**src/design/cbm_pkg.sv**
```systemverilog
// ----------------------------------------------------------------------------
// cbm_pkg
// Shared types and constants of the cartridge bank mapper.
// ----------------------------------------------------------------------------
package cbm_pkg;

  localparam int unsigned PrgMaxBanksDef = 256;
  localparam int unsigned ChrMaxBanksDef = 32;

  localparam logic [8:0] PrgCountReset = 9'd16;
  localparam logic [5:0] ChrCountReset = 6'd32;

  typedef enum logic [1:0] {
    CMD_CPU_WRITE = 2'd0,
    CMD_CPU_READ  = 2'd1,
    CMD_PPU_READ  = 2'd2,
    CMD_UNUSED    = 2'd3
  } cmd_e;

  typedef enum logic [1:0] {
    TGT_NONE = 2'd0,
    TGT_PRG  = 2'd1,
    TGT_CHR  = 2'd2,
    TGT_NT   = 2'd3
  } target_e;

  typedef enum logic {
    CFG_PRG_COUNT = 1'b0,
    CFG_CHR_COUNT = 1'b1
  } cfg_reg_e;

  // classified operation handed from the front to the back
  typedef enum logic [3:0] {
    OP_NONE,
    OP_WR_PRG_LOW,
    OP_WR_PRG_MID,
    OP_WR_PRG_HIGH,
    OP_WR_MIRROR,
    OP_WR_CHR_LOWER,
    OP_WR_CHR_UPPER,
    OP_RD_PRG,
    OP_RD_PRG_LAST,
    OP_RD_CHR,
    OP_RD_NT
  } op_e;

  typedef struct packed {
    logic [1:0]  command;
    logic [15:0] address;
    logic [7:0]  write_data;
  } in_word_t;

  typedef struct packed {
    logic [1:0]  target;
    logic [20:0] mapped_address;
    logic        mirror_horizontal;
  } out_word_t;

  typedef struct packed {
    op_e         kind;
    logic [1:0]  window;
    logic [12:0] offset;
    logic [7:0]  data;
  } op_t;

  typedef struct packed {
    logic       start;
    logic [7:0] dividend;
    logic [8:0] divisor;
  } rem_req_t;

  typedef struct packed {
    logic       done;
    logic [7:0] remainder;
  } rem_rsp_t;

  typedef enum logic [1:0] {
    BK_IDLE,
    BK_DIV_A,
    BK_DIV_B
  } bk_state_e;

endpackage

```
**src/design/cbm_front.sv**
```systemverilog
// ----------------------------------------------------------------------------
// cbm_front
// Accepts bus accesses, decodes them into operations and queues them.
// ----------------------------------------------------------------------------
module cbm_front import cbm_pkg::*; (
  input  logic     clk_i,
  input  logic     rst_ni,
  input  logic     push,
  output logic     full,
  input  in_word_t in_word_i,
  output logic     q_valid_o,
  output op_t      q_head_o,
  input  logic     q_pop_i
);

  op_t        cls;
  op_t        entries_q [2];
  logic       wr_ptr_q, wr_ptr_d;
  logic       rd_ptr_q, rd_ptr_d;
  logic [1:0] count_q, count_d;
  logic       push_fire, pop_fire;

  always_comb begin
    cls.kind   = OP_NONE;
    cls.window = in_word_i.address[14:13];
    cls.offset = in_word_i.address[12:0];
    cls.data   = in_word_i.write_data;
    case (cmd_e'(in_word_i.command))
      CMD_CPU_WRITE: begin
        case (in_word_i.address[15:12])
          4'h8:    cls.kind = OP_WR_PRG_LOW;
          4'h9:    cls.kind = OP_WR_MIRROR;
          4'hA:    cls.kind = OP_WR_PRG_MID;
          4'hC:    cls.kind = OP_WR_PRG_HIGH;
          4'hE:    cls.kind = OP_WR_CHR_LOWER;
          4'hF:    cls.kind = OP_WR_CHR_UPPER;
          default: cls.kind = OP_NONE;
        endcase
      end
      CMD_CPU_READ: begin
        if (in_word_i.address[15]) begin
          cls.kind = (in_word_i.address[14:13] == 2'b11) ? OP_RD_PRG_LAST : OP_RD_PRG;
        end
      end
      CMD_PPU_READ: begin
        // only a13..a0 of the ppu bus matter, a13 splits pattern and nametable
        cls.window = {1'b0, in_word_i.address[12]};
        cls.offset = {1'b0, in_word_i.address[11:0]};
        if (!in_word_i.address[13]) begin
          cls.kind = OP_RD_CHR;
        end else if (in_word_i.address[13:8] != 6'h3F) begin
          cls.kind = OP_RD_NT;
        end
      end
      default: cls.kind = OP_NONE;
    endcase
  end

  assign full      = (count_q == 2'd2);
  assign push_fire = push && !full;
  assign pop_fire  = q_pop_i && (count_q != 2'd0);
  assign q_valid_o = (count_q != 2'd0);
  assign q_head_o  = entries_q[rd_ptr_q];

  always_comb begin
    wr_ptr_d = push_fire ? ~wr_ptr_q : wr_ptr_q;
    rd_ptr_d = pop_fire ? ~rd_ptr_q : rd_ptr_q;
    count_d  = count_q;
    if (push_fire && !pop_fire) begin
      count_d = count_q + 2'd1;
    end else if (!push_fire && pop_fire) begin
      count_d = count_q - 2'd1;
    end
  end

  always_ff @(posedge clk_i or negedge rst_ni) begin
    if (!rst_ni) begin
      wr_ptr_q <= 1'b0;
      rd_ptr_q <= 1'b0;
      count_q  <= 2'd0;
    end else begin
      wr_ptr_q <= wr_ptr_d;
      rd_ptr_q <= rd_ptr_d;
      count_q  <= count_d;
    end
  end

  always_ff @(posedge clk_i) begin
    if (push_fire) begin
      entries_q[wr_ptr_q] <= cls;
    end
  end

endmodule

```
**src/design/cbm_rem.sv**
```systemverilog
// ----------------------------------------------------------------------------
// cbm_rem
// Restoring remainder unit, one dividend bit per cycle.
// ----------------------------------------------------------------------------
module cbm_rem import cbm_pkg::*; (
  input  logic     clk_i,
  input  logic     rst_ni,
  input  rem_req_t req_i,
  output rem_rsp_t rsp_o
);

  logic       busy_q, busy_d;
  logic       done_q, done_d;
  logic [2:0] cnt_q, cnt_d;
  logic [7:0] rem_q, rem_d;
  logic [7:0] dvd_q, dvd_d;
  logic [8:0] dvs_q, dvs_d;
  logic [8:0] trial;

  // partial remainder stays below the divisor, so it fits in eight bits
  assign trial = {rem_q, dvd_q[7]};

  always_comb begin
    busy_d = busy_q;
    done_d = 1'b0;
    cnt_d  = cnt_q;
    rem_d  = rem_q;
    dvd_d  = dvd_q;
    dvs_d  = dvs_q;
    if (req_i.start) begin
      busy_d = 1'b1;
      cnt_d  = 3'd0;
      rem_d  = 8'd0;
      dvd_d  = req_i.dividend;
      dvs_d  = req_i.divisor;
    end else if (busy_q) begin
      rem_d = (trial >= dvs_q) ? 8'(trial - dvs_q) : trial[7:0];
      dvd_d = {dvd_q[6:0], 1'b0};
      cnt_d = cnt_q + 3'd1;
      if (cnt_q == 3'd7) begin
        busy_d = 1'b0;
        done_d = 1'b1;
      end
    end
  end

  always_ff @(posedge clk_i or negedge rst_ni) begin
    if (!rst_ni) begin
      busy_q <= 1'b0;
      done_q <= 1'b0;
      cnt_q  <= 3'd0;
    end else begin
      busy_q <= busy_d;
      done_q <= done_d;
      cnt_q  <= cnt_d;
    end
  end

  always_ff @(posedge clk_i) begin
    rem_q <= rem_d;
    dvd_q <= dvd_d;
    dvs_q <= dvs_d;
  end

  assign rsp_o.done      = done_q;
  assign rsp_o.remainder = rem_q;

endmodule

```
**src/design/cbm_back.sv**
```systemverilog
// ----------------------------------------------------------------------------
// cbm_back
// Holds bank state and counts, runs queued operations, keeps the result word.
// ----------------------------------------------------------------------------
module cbm_back import cbm_pkg::*; #(
  parameter int unsigned MAX_PRG_BANKS = PrgMaxBanksDef,
  parameter int unsigned MAX_CHR_BANKS = ChrMaxBanksDef
) (
  input  logic      clk_i,
  input  logic      rst_ni,
  input  logic      cfg_valid_i,
  input  cfg_reg_e  cfg_index_i,
  input  logic [8:0] cfg_data_i,
  input  logic      q_valid_i,
  input  op_t       q_head_i,
  output logic      q_pop_o,
  output rem_req_t  rem_req_o,
  input  rem_rsp_t  rem_rsp_i,
  output logic      empty,
  input  logic      pop,
  output out_word_t out_word_o
);

  localparam logic [8:0] PrgMax = 9'(MAX_PRG_BANKS);
  localparam logic [5:0] ChrMax = 6'(MAX_CHR_BANKS);

  logic [8:0] prg_cnt_q;
  logic [5:0] chr_cnt_q;
  logic [7:0] prg_low_q, prg_mid_q, prg_high_q;
  logic [4:0] chr_lower_q, chr_upper_q;
  logic       mirror_q;

  bk_state_e  state_q, state_d;
  op_t        op_q;
  out_word_t  out_q;
  logic       out_valid_q;

  logic [8:0] pc, pc_m1;
  logic [5:0] cc;
  op_t        cur;
  logic       cur_div;
  logic       out_free;
  logic       deq, latch_op, load_out, start_a, start_b;
  out_word_t  res;
  logic [7:0] dvd_a;

  function automatic logic needs_div(input op_e k);
    case (k)
      OP_WR_PRG_LOW, OP_WR_PRG_MID, OP_WR_PRG_HIGH, OP_WR_MIRROR,
      OP_WR_CHR_LOWER, OP_WR_CHR_UPPER, OP_RD_PRG, OP_RD_CHR: needs_div = 1'b1;
      default: needs_div = 1'b0;
    endcase
  endfunction

  function automatic logic is_chr(input op_e k);
    case (k)
      OP_WR_MIRROR, OP_WR_CHR_LOWER, OP_WR_CHR_UPPER, OP_RD_CHR: is_chr = 1'b1;
      default: is_chr = 1'b0;
    endcase
  endfunction

  // zero counts act as one, counts above the limit act as the limit
  always_comb begin
    pc = prg_cnt_q;
    if (prg_cnt_q == 9'd0) begin
      pc = 9'd1;
    end else if (prg_cnt_q > PrgMax) begin
      pc = PrgMax;
    end
    cc = chr_cnt_q;
    if (chr_cnt_q == 6'd0) begin
      cc = 6'd1;
    end else if (chr_cnt_q > ChrMax) begin
      cc = ChrMax;
    end
  end
  assign pc_m1 = pc - 9'd1;

  assign cur      = (state_q == BK_IDLE) ? q_head_i : op_q;
  assign cur_div  = needs_div(q_head_i.kind);
  assign out_free = !out_valid_q || pop;

  always_comb begin
    case (cur.kind)
      OP_WR_PRG_LOW, OP_WR_PRG_MID, OP_WR_PRG_HIGH: dvd_a = cur.data;
      OP_WR_CHR_LOWER: dvd_a = {3'd0, chr_lower_q[4], cur.data[3:0]};
      OP_WR_CHR_UPPER: dvd_a = {3'd0, chr_upper_q[4], cur.data[3:0]};
      OP_WR_MIRROR:    dvd_a = {3'd0, cur.data[1], chr_lower_q[3:0]};
      OP_RD_PRG: begin
        case (cur.window)
          2'd0:    dvd_a = prg_low_q;
          2'd1:    dvd_a = prg_mid_q;
          default: dvd_a = prg_high_q;
        endcase
      end
      OP_RD_CHR: dvd_a = {3'd0, cur.window[0] ? chr_upper_q : chr_lower_q};
      default:   dvd_a = 8'd0;
    endcase
  end

  always_comb begin
    rem_req_o.start    = start_a || start_b;
    rem_req_o.dividend = start_b ? {3'd0, op_q.data[2], chr_upper_q[3:0]} : dvd_a;
    rem_req_o.divisor  = is_chr(cur.kind) ? {3'd0, cc} : pc;
  end

  // next state
  always_comb begin
    state_d = state_q;
    case (state_q)
      BK_IDLE: begin
        if (q_valid_i && cur_div && !out_valid_q) begin
          state_d = BK_DIV_A;
        end
      end
      BK_DIV_A: begin
        if (rem_rsp_i.done) begin
          state_d = (op_q.kind == OP_WR_MIRROR) ? BK_DIV_B : BK_IDLE;
        end
      end
      BK_DIV_B: begin
        if (rem_rsp_i.done) begin
          state_d = BK_IDLE;
        end
      end
      default: state_d = BK_IDLE;
    endcase
  end

  // sequencer outputs
  always_comb begin
    deq      = 1'b0;
    latch_op = 1'b0;
    load_out = 1'b0;
    start_a  = 1'b0;
    start_b  = 1'b0;
    case (state_q)
      BK_IDLE: begin
        if (q_valid_i) begin
          if (cur_div) begin
            if (!out_valid_q) begin
              deq      = 1'b1;
              latch_op = 1'b1;
              start_a  = 1'b1;
            end
          end else if (out_free) begin
            deq      = 1'b1;
            load_out = 1'b1;
          end
        end
      end
      BK_DIV_A: begin
        if (rem_rsp_i.done) begin
          if (op_q.kind == OP_WR_MIRROR) begin
            start_b = 1'b1;
          end else begin
            load_out = 1'b1;
          end
        end
      end
      BK_DIV_B: begin
        load_out = rem_rsp_i.done;
      end
      default: ;
    endcase
  end
  assign q_pop_o = deq;

  always_comb begin
    res.target            = TGT_NONE;
    res.mapped_address    = 21'd0;
    res.mirror_horizontal = mirror_q;
    case (cur.kind)
      OP_RD_PRG: begin
        res.target         = TGT_PRG;
        res.mapped_address = {rem_rsp_i.remainder, cur.offset};
      end
      OP_RD_PRG_LAST: begin
        res.target         = TGT_PRG;
        res.mapped_address = {pc_m1[7:0], cur.offset};
      end
      OP_RD_CHR: begin
        res.target         = TGT_CHR;
        res.mapped_address = {4'd0, rem_rsp_i.remainder[4:0], cur.offset[11:0]};
      end
      OP_RD_NT: begin
        res.target = TGT_NT;
        // horizontal mirroring takes a11 as the page bit
        res.mapped_address = mirror_q ? {10'd0, cur.offset[11], cur.offset[9:0]}
                                      : {10'd0, cur.offset[10:0]};
      end
      default: ;
    endcase
  end

  always_ff @(posedge clk_i or negedge rst_ni) begin
    if (!rst_ni) begin
      state_q     <= BK_IDLE;
      out_valid_q <= 1'b0;
      prg_cnt_q   <= PrgCountReset;
      chr_cnt_q   <= ChrCountReset;
      prg_low_q   <= 8'd0;
      prg_mid_q   <= 8'd1;
      prg_high_q  <= 8'd2;
      chr_lower_q <= 5'd0;
      chr_upper_q <= 5'd1;
      mirror_q    <= 1'b0;
    end else begin
      state_q <= state_d;
      if (load_out) begin
        out_valid_q <= 1'b1;
      end else if (pop) begin
        out_valid_q <= 1'b0;
      end
      if (cfg_valid_i) begin
        case (cfg_index_i)
          CFG_PRG_COUNT: prg_cnt_q <= cfg_data_i;
          CFG_CHR_COUNT: chr_cnt_q <= cfg_data_i[5:0];
          default: ;
        endcase
      end
      if (latch_op && q_head_i.kind == OP_WR_MIRROR) begin
        mirror_q <= q_head_i.data[0];
      end
      if (state_q == BK_DIV_A && rem_rsp_i.done) begin
        case (op_q.kind)
          OP_WR_PRG_LOW:   prg_low_q   <= rem_rsp_i.remainder;
          OP_WR_PRG_MID:   prg_mid_q   <= rem_rsp_i.remainder;
          OP_WR_PRG_HIGH:  prg_high_q  <= rem_rsp_i.remainder;
          OP_WR_CHR_LOWER: chr_lower_q <= rem_rsp_i.remainder[4:0];
          OP_WR_MIRROR:    chr_lower_q <= rem_rsp_i.remainder[4:0];
          OP_WR_CHR_UPPER: chr_upper_q <= rem_rsp_i.remainder[4:0];
          default: ;
        endcase
      end
      if (state_q == BK_DIV_B && rem_rsp_i.done) begin
        chr_upper_q <= rem_rsp_i.remainder[4:0];
      end
    end
  end

  always_ff @(posedge clk_i) begin
    if (latch_op) begin
      op_q <= q_head_i;
    end
    if (load_out) begin
      out_q <= res;
    end
  end

  assign empty      = !out_valid_q;
  assign out_word_o = out_q;

endmodule

```
**src/design/cartridge_bank_mapper.sv**
```systemverilog
// Path: nametable, fixed-bank and unmapped accesses go from the queue entry to the result register;
// switchable bank reads and bank writes run a bank reduction in between, a 9000 write two of them.
// Throughput: one word per cycle for accesses without a bank reduction while the output is popped; a
// reduction holds the one-bit-per-cycle remainder unit and waits for the output to drain, and no
// further access is taken until its result word is loaded; a 9000 write runs two reductions.
// Reset: queues empty, banks 0/1/2 and 0/1, vertical mirroring, counts 16 and 32.
// ----------------------------------------------------------------------------
// cartridge_bank_mapper
// Bank switching mapper: decode front, operation queue, sequenced back end.
// ----------------------------------------------------------------------------
module cartridge_bank_mapper import cbm_pkg::*; #(
  parameter int unsigned MAX_PRG_BANKS = PrgMaxBanksDef,
  parameter int unsigned MAX_CHR_BANKS = ChrMaxBanksDef
) (
  input  logic       clk_i,
  input  logic       rst_ni,
  input  logic       push,
  output logic       full,
  input  in_word_t   in_word_i,
  output logic       empty,
  input  logic       pop,
  output out_word_t  out_word_o,
  input  logic       cfg_valid_i,
  output logic       cfg_ready_o,
  input  cfg_reg_e   cfg_index_i,
  input  logic [8:0] cfg_data_i
);

  logic     q_valid;
  op_t      q_head;
  logic     q_pop;
  rem_req_t rem_req;
  rem_rsp_t rem_rsp;

  assign cfg_ready_o = 1'b1;

  cbm_front u_front (
    .clk_i     (clk_i),
    .rst_ni    (rst_ni),
    .push      (push),
    .full      (full),
    .in_word_i (in_word_i),
    .q_valid_o (q_valid),
    .q_head_o  (q_head),
    .q_pop_i   (q_pop)
  );

  cbm_rem u_rem (
    .clk_i  (clk_i),
    .rst_ni (rst_ni),
    .req_i  (rem_req),
    .rsp_o  (rem_rsp)
  );

  cbm_back #(
    .MAX_PRG_BANKS (MAX_PRG_BANKS),
    .MAX_CHR_BANKS (MAX_CHR_BANKS)
  ) u_back (
    .clk_i       (clk_i),
    .rst_ni      (rst_ni),
    .cfg_valid_i (cfg_valid_i),
    .cfg_index_i (cfg_index_i),
    .cfg_data_i  (cfg_data_i),
    .q_valid_i   (q_valid),
    .q_head_i    (q_head),
    .q_pop_o     (q_pop),
    .rem_req_o   (rem_req),
    .rem_rsp_i   (rem_rsp),
    .empty       (empty),
    .pop         (pop),
    .out_word_o  (out_word_o)
  );

endmodule

```
**config.mk**
```make
export PLATFORM = sky130hd
export DESIGN_NAME = cartridge_bank_mapper
export DESIGN_NICKNAME = d
export VERILOG_FILES = /design/src/design/cbm_pkg.sv /design/src/design/cbm_front.sv /design/src/design/cbm_rem.sv /design/src/design/cbm_back.sv /design/src/design/cartridge_bank_mapper.sv
export SDC_FILE = /design/constraint.sdc
export NUM_CORES = 1
export LEC_CHECK = 0
export BUFFER_PORTS_ARGS = -buffer_cell sky130_fd_sc_hd__buf_4
export CAP_MARGIN = 25
export CORE_MARGIN = 3
export CORE_UTILIZATION = 35
export DETAILED_ROUTE_END_ITERATION = 10
export PLACE_DENSITY = 0.59
export SLEW_MARGIN = 25
export SYNTH_ARGS = -nofsm -noshare
export SYNTH_HDL_FRONTEND = slang
export SYNTH_SLANG_ARGS = --single-unit
export TNS_END_PERCENT = 10
```
**constraint.sdc**
```tcl
create_clock -name clk_i -period 2.6 [get_ports clk_i]
set_input_delay 0.13 -clock clk_i [delete_from_list [all_inputs] [get_ports clk_i]]
set_output_delay 0.13 -clock clk_i [all_outputs]
set_load 0.1 [all_outputs]
```
==> reports/results.txt <==
CP Capture Type = register
Slew @ Worst Pin = 0.850 ns
DRT iter0 DRCs = 303
CTS tree = built
Fin Clk Skew = 0.0112 ns
Hold Violations, Final = 0
Critical Path RT = 2.75 ns
drc violations = 0
Avg Cell Area, Syn = 12.6 sq um
simple-gate area share of the yosys netlist = 0.118
compound-cell area share of the yosys netlist = 0.0974
Worst R2R Start = u_back.prg_cnt_q[5]
pin count of the biggest net entering global routing = 63
most common cell in the netlist = edfxtp_1
part of the power in the clock network = 0.193
fin. max-slew vios = 0
antenna violations before repair = 0
sw frac = 0.398
Seq pwr share = 0.379
Finished Layout Cells = 1163
P_sw = 5.12 mW
detailed-route via count = 5846
Post-synth ARST share = 0.323
Unique masters post-synth = 75
Fill cells = 2347
Tmin final = 2.47 ns
chip height = 166 um
Worst Path Max Fanout = 6
CTS H-tree depth = 4
final worst-path cycle share = 0.949
clk root buf = clkbuf_16
Inst Count DP = 1101
clk sink count = 192
Commonest cells post-synth = edfxtp_1, mux2_2, nand2_1, dfrtp_1, nor2_1
Setup violations, final = 0
CP Launch Type = register
#FFs+latches synth = 192
top-area cell type share of the netlist area = 0.411
# IOs = 68
GR peak layer = met2
Rows = 57
Reg clk slew, reported paths = 0.07 ns
xor and xnor fraction of the mapped netlist area = 0.0108
area leader, netlist = edfxtp_1
post-CTS setup buffers = 0
vias in the first global route = 5898
post-layout util = 0.439
RePlAce Congestion = 0.881
multiplexer share of the synthesized area = 0.121
post-synth net total = 763
Comb pwr share = 0.427
ANT nets after route = 0
fmax = 405 MHz
met3 GRT Util = 0.0232
ANT cells = 0
Synth warnings = 0
power per cell area = 1190 nW/um^2
Setup crit start = u_back.prg_cnt_q[5]
top cells by area, synth = edfxtp_1, dfrtp_1, mux2_2
Setup TNS Final = 0 ns
Post-synth EDFFs = 122
synthesized instance count = 708
die area = 27400 sq um
leakage = 4.28 nW
port bufs = 66
first-pass GRT wire length = 32600 um
largest family of logic cells by synthesized area = multiplexers
synthesized area = 8910 sq um
router iterations before antenna repair = 4
worst min path class = in -> reg
GR Util met1 = 0.215
Starting Density = 0.361
post-synthesis sequential area ratio = 0.604
kind of critical path = reg -> reg
Net count, final = 882
Power Internal = 7.73 mW
final worst slack = 0.134 ns
worst slack at placement = -0.0571 ns
GR Util All Layers = 0.155
met2 Use GR = 0.251
Peak VDD IR = 0.748 mV
share of cells above drive strength 1 = 0.272
Synth-to-Final Area Change = 21.6%
crit path DAT = 2.62 ns
Cell Area, Placed = 9940 sq um
Max transition margin = 0.432
Num CTS Buffers = 17
die width = 166 um
RSZ-0062 raised after global routing = false
max_cap viols = 0
GRT Residual Overflow = 0
Synth Area in Adders = 0.0205
post-DR wirelength/cell = 17.2 um
min-delay src = push
CORE AREA = 24700 sq um
routed vias/inst = 5.03
clk_lat worst skew = 0.43 ns
detailed placement HPWL = 14200 um
final instance area = 10800 sq um
status = completed
routed wire length = 20000 um
deepest clock path buffer count = 2
Primary FF master, synth = edfxtp_1
power by group through the flow:
stage | sequential (mW) | clock [mW] | combinational (mW)
finish | 4.87 | 2.49 | 5.49
global route | 4.98 | 2.67 | 5.99
floorplan | 5.63 | 0 | 3.19
global placement | 4.92 | 0 | 5.37
detailed placement | 4.94 | 0 | 5.43
CTS | 4.88 | 2.55 | 5.49
path summary, 6_finish.rpt:
path | to | slack [ns] | cells past startpoint
min in group asynchronous | u_back.prg_low_q[5] | 0.35 | 2
setup reg to reg | u_back.out_word_o[18] | 0.13 | 9
max in group asynchronous | u_front.rd_ptr_q | 1.65 | 2
hold / removal | u_front.wr_ptr_q | 0.05 | 3
hold reg to reg | u_back.prg_mid_q[5] | 0.48 | 2
setup / recovery | u_back.out_word_o[18] | 0.13 | 9
worst max-delay path, cell delays in order (launching register included):
cell	delay, ns
dfrtp_1	0.44
or3_1	0.43
nor2_1	0.17
a21oi_1	0.10
nor2_2	0.14
inv_1	0.08
ha_2	0.22
nor2b_1	0.15
a221oi_2	0.30
o22ai_1	0.15
cells in the final DEF (no fill, tap or decap), drive strengths merged, types with 4 or more instances in the layout:
master,n
a211oi,5
a21oi,22
a221oi,4
a31oi,7
and2,4
and3,6
buf,98
clkbuf,18
clkinv,5
dfrtp,57
dfstp,5
dfxtp,8
dlygate4sd3,31
edfxtp,122
ha,13
inv,28
mux2,72
mux2i,24
nand2,59
nand2b,11
nand3,11
nand3b,5
nand4,7
nor2,58
nor2b,6
nor3,21
nor3b,5
nor4,5
o211ai,9
o21a,6
o21ai,47
or3,7
xnor2,8
state kept, by name (all words and copies together) (netlist names), 2 cells and up:
register            count
u_rem.cnt_q             3
u_back.out_word_o      24
u_back.op_q            27
u_back.prg_high_q       8
u_rem.dvs_q             9
u_back.chr_cnt_q        6
u_back.prg_low_q        8
u_front.count_q         2
u_rem.rem_q             8
u_back.state_q          2
u_back.chr_lower_q      5
u_rem.dvd_q             8
u_back.prg_mid_q        8
u_back.chr_upper_q      5
u_front.entries_q      54
u_back.prg_cnt_q        9
cell type report:
type	count	area, sq um	area share
Tap cell	324	405	0.0374
Multi-Input combinational cell	463	3320	0.306
Timing Repair Buffer	129	1080	0.100
Sequential cell	192	5380	0.497
Inverter	24	91.3	0.00843
Clock buffer	18	429	0.0396
Clock inverter	13	128	0.0118
routing by layer:
| metal | vias up | routed length, um |
|---|---|---|
| met5 | - | 0 |
| met4 | 0 | 251 |
| met3 | 15 | 498 |
| met2 | 94 | 9680 |
| met1 | 2877 | 9560 |
| li1 | 2860 | - |
kinds of logic (layout without fill, tap and decap cells):
logic type                 Yosys count  after routing
AOI/OAI and AO/OA                  130            130
buffers and inverters               53            184
muxes                               96             96
other                                1              1
xor gates and xnor gates            11             11
adders and majority gates           14             14
DFF                                192            192
and+or+nand+nor                    211            211
metrics by stage:
stage / hold WS, ns / total power [mW]
2_1_floorplan: -0.166 / 8.82
3_3_place_gp: 0.298 / 10.3
3_5_place_dp: 0.282 / 10.4
4_1_cts: 0.0379 / 12.9
5_1_grt: 0.0727 / 13.6
6_report: 0.0492 / 12.9
repair_timing:
action	4_1_cts	5_1_grt
setup endpoints to repair	1	5
pin swaps	0	1
endpoints found under the hold margin	113	0
hold buffers	31	0
resized for setup	1	5
No activity file was read; power rests on OpenSTA's default activity.
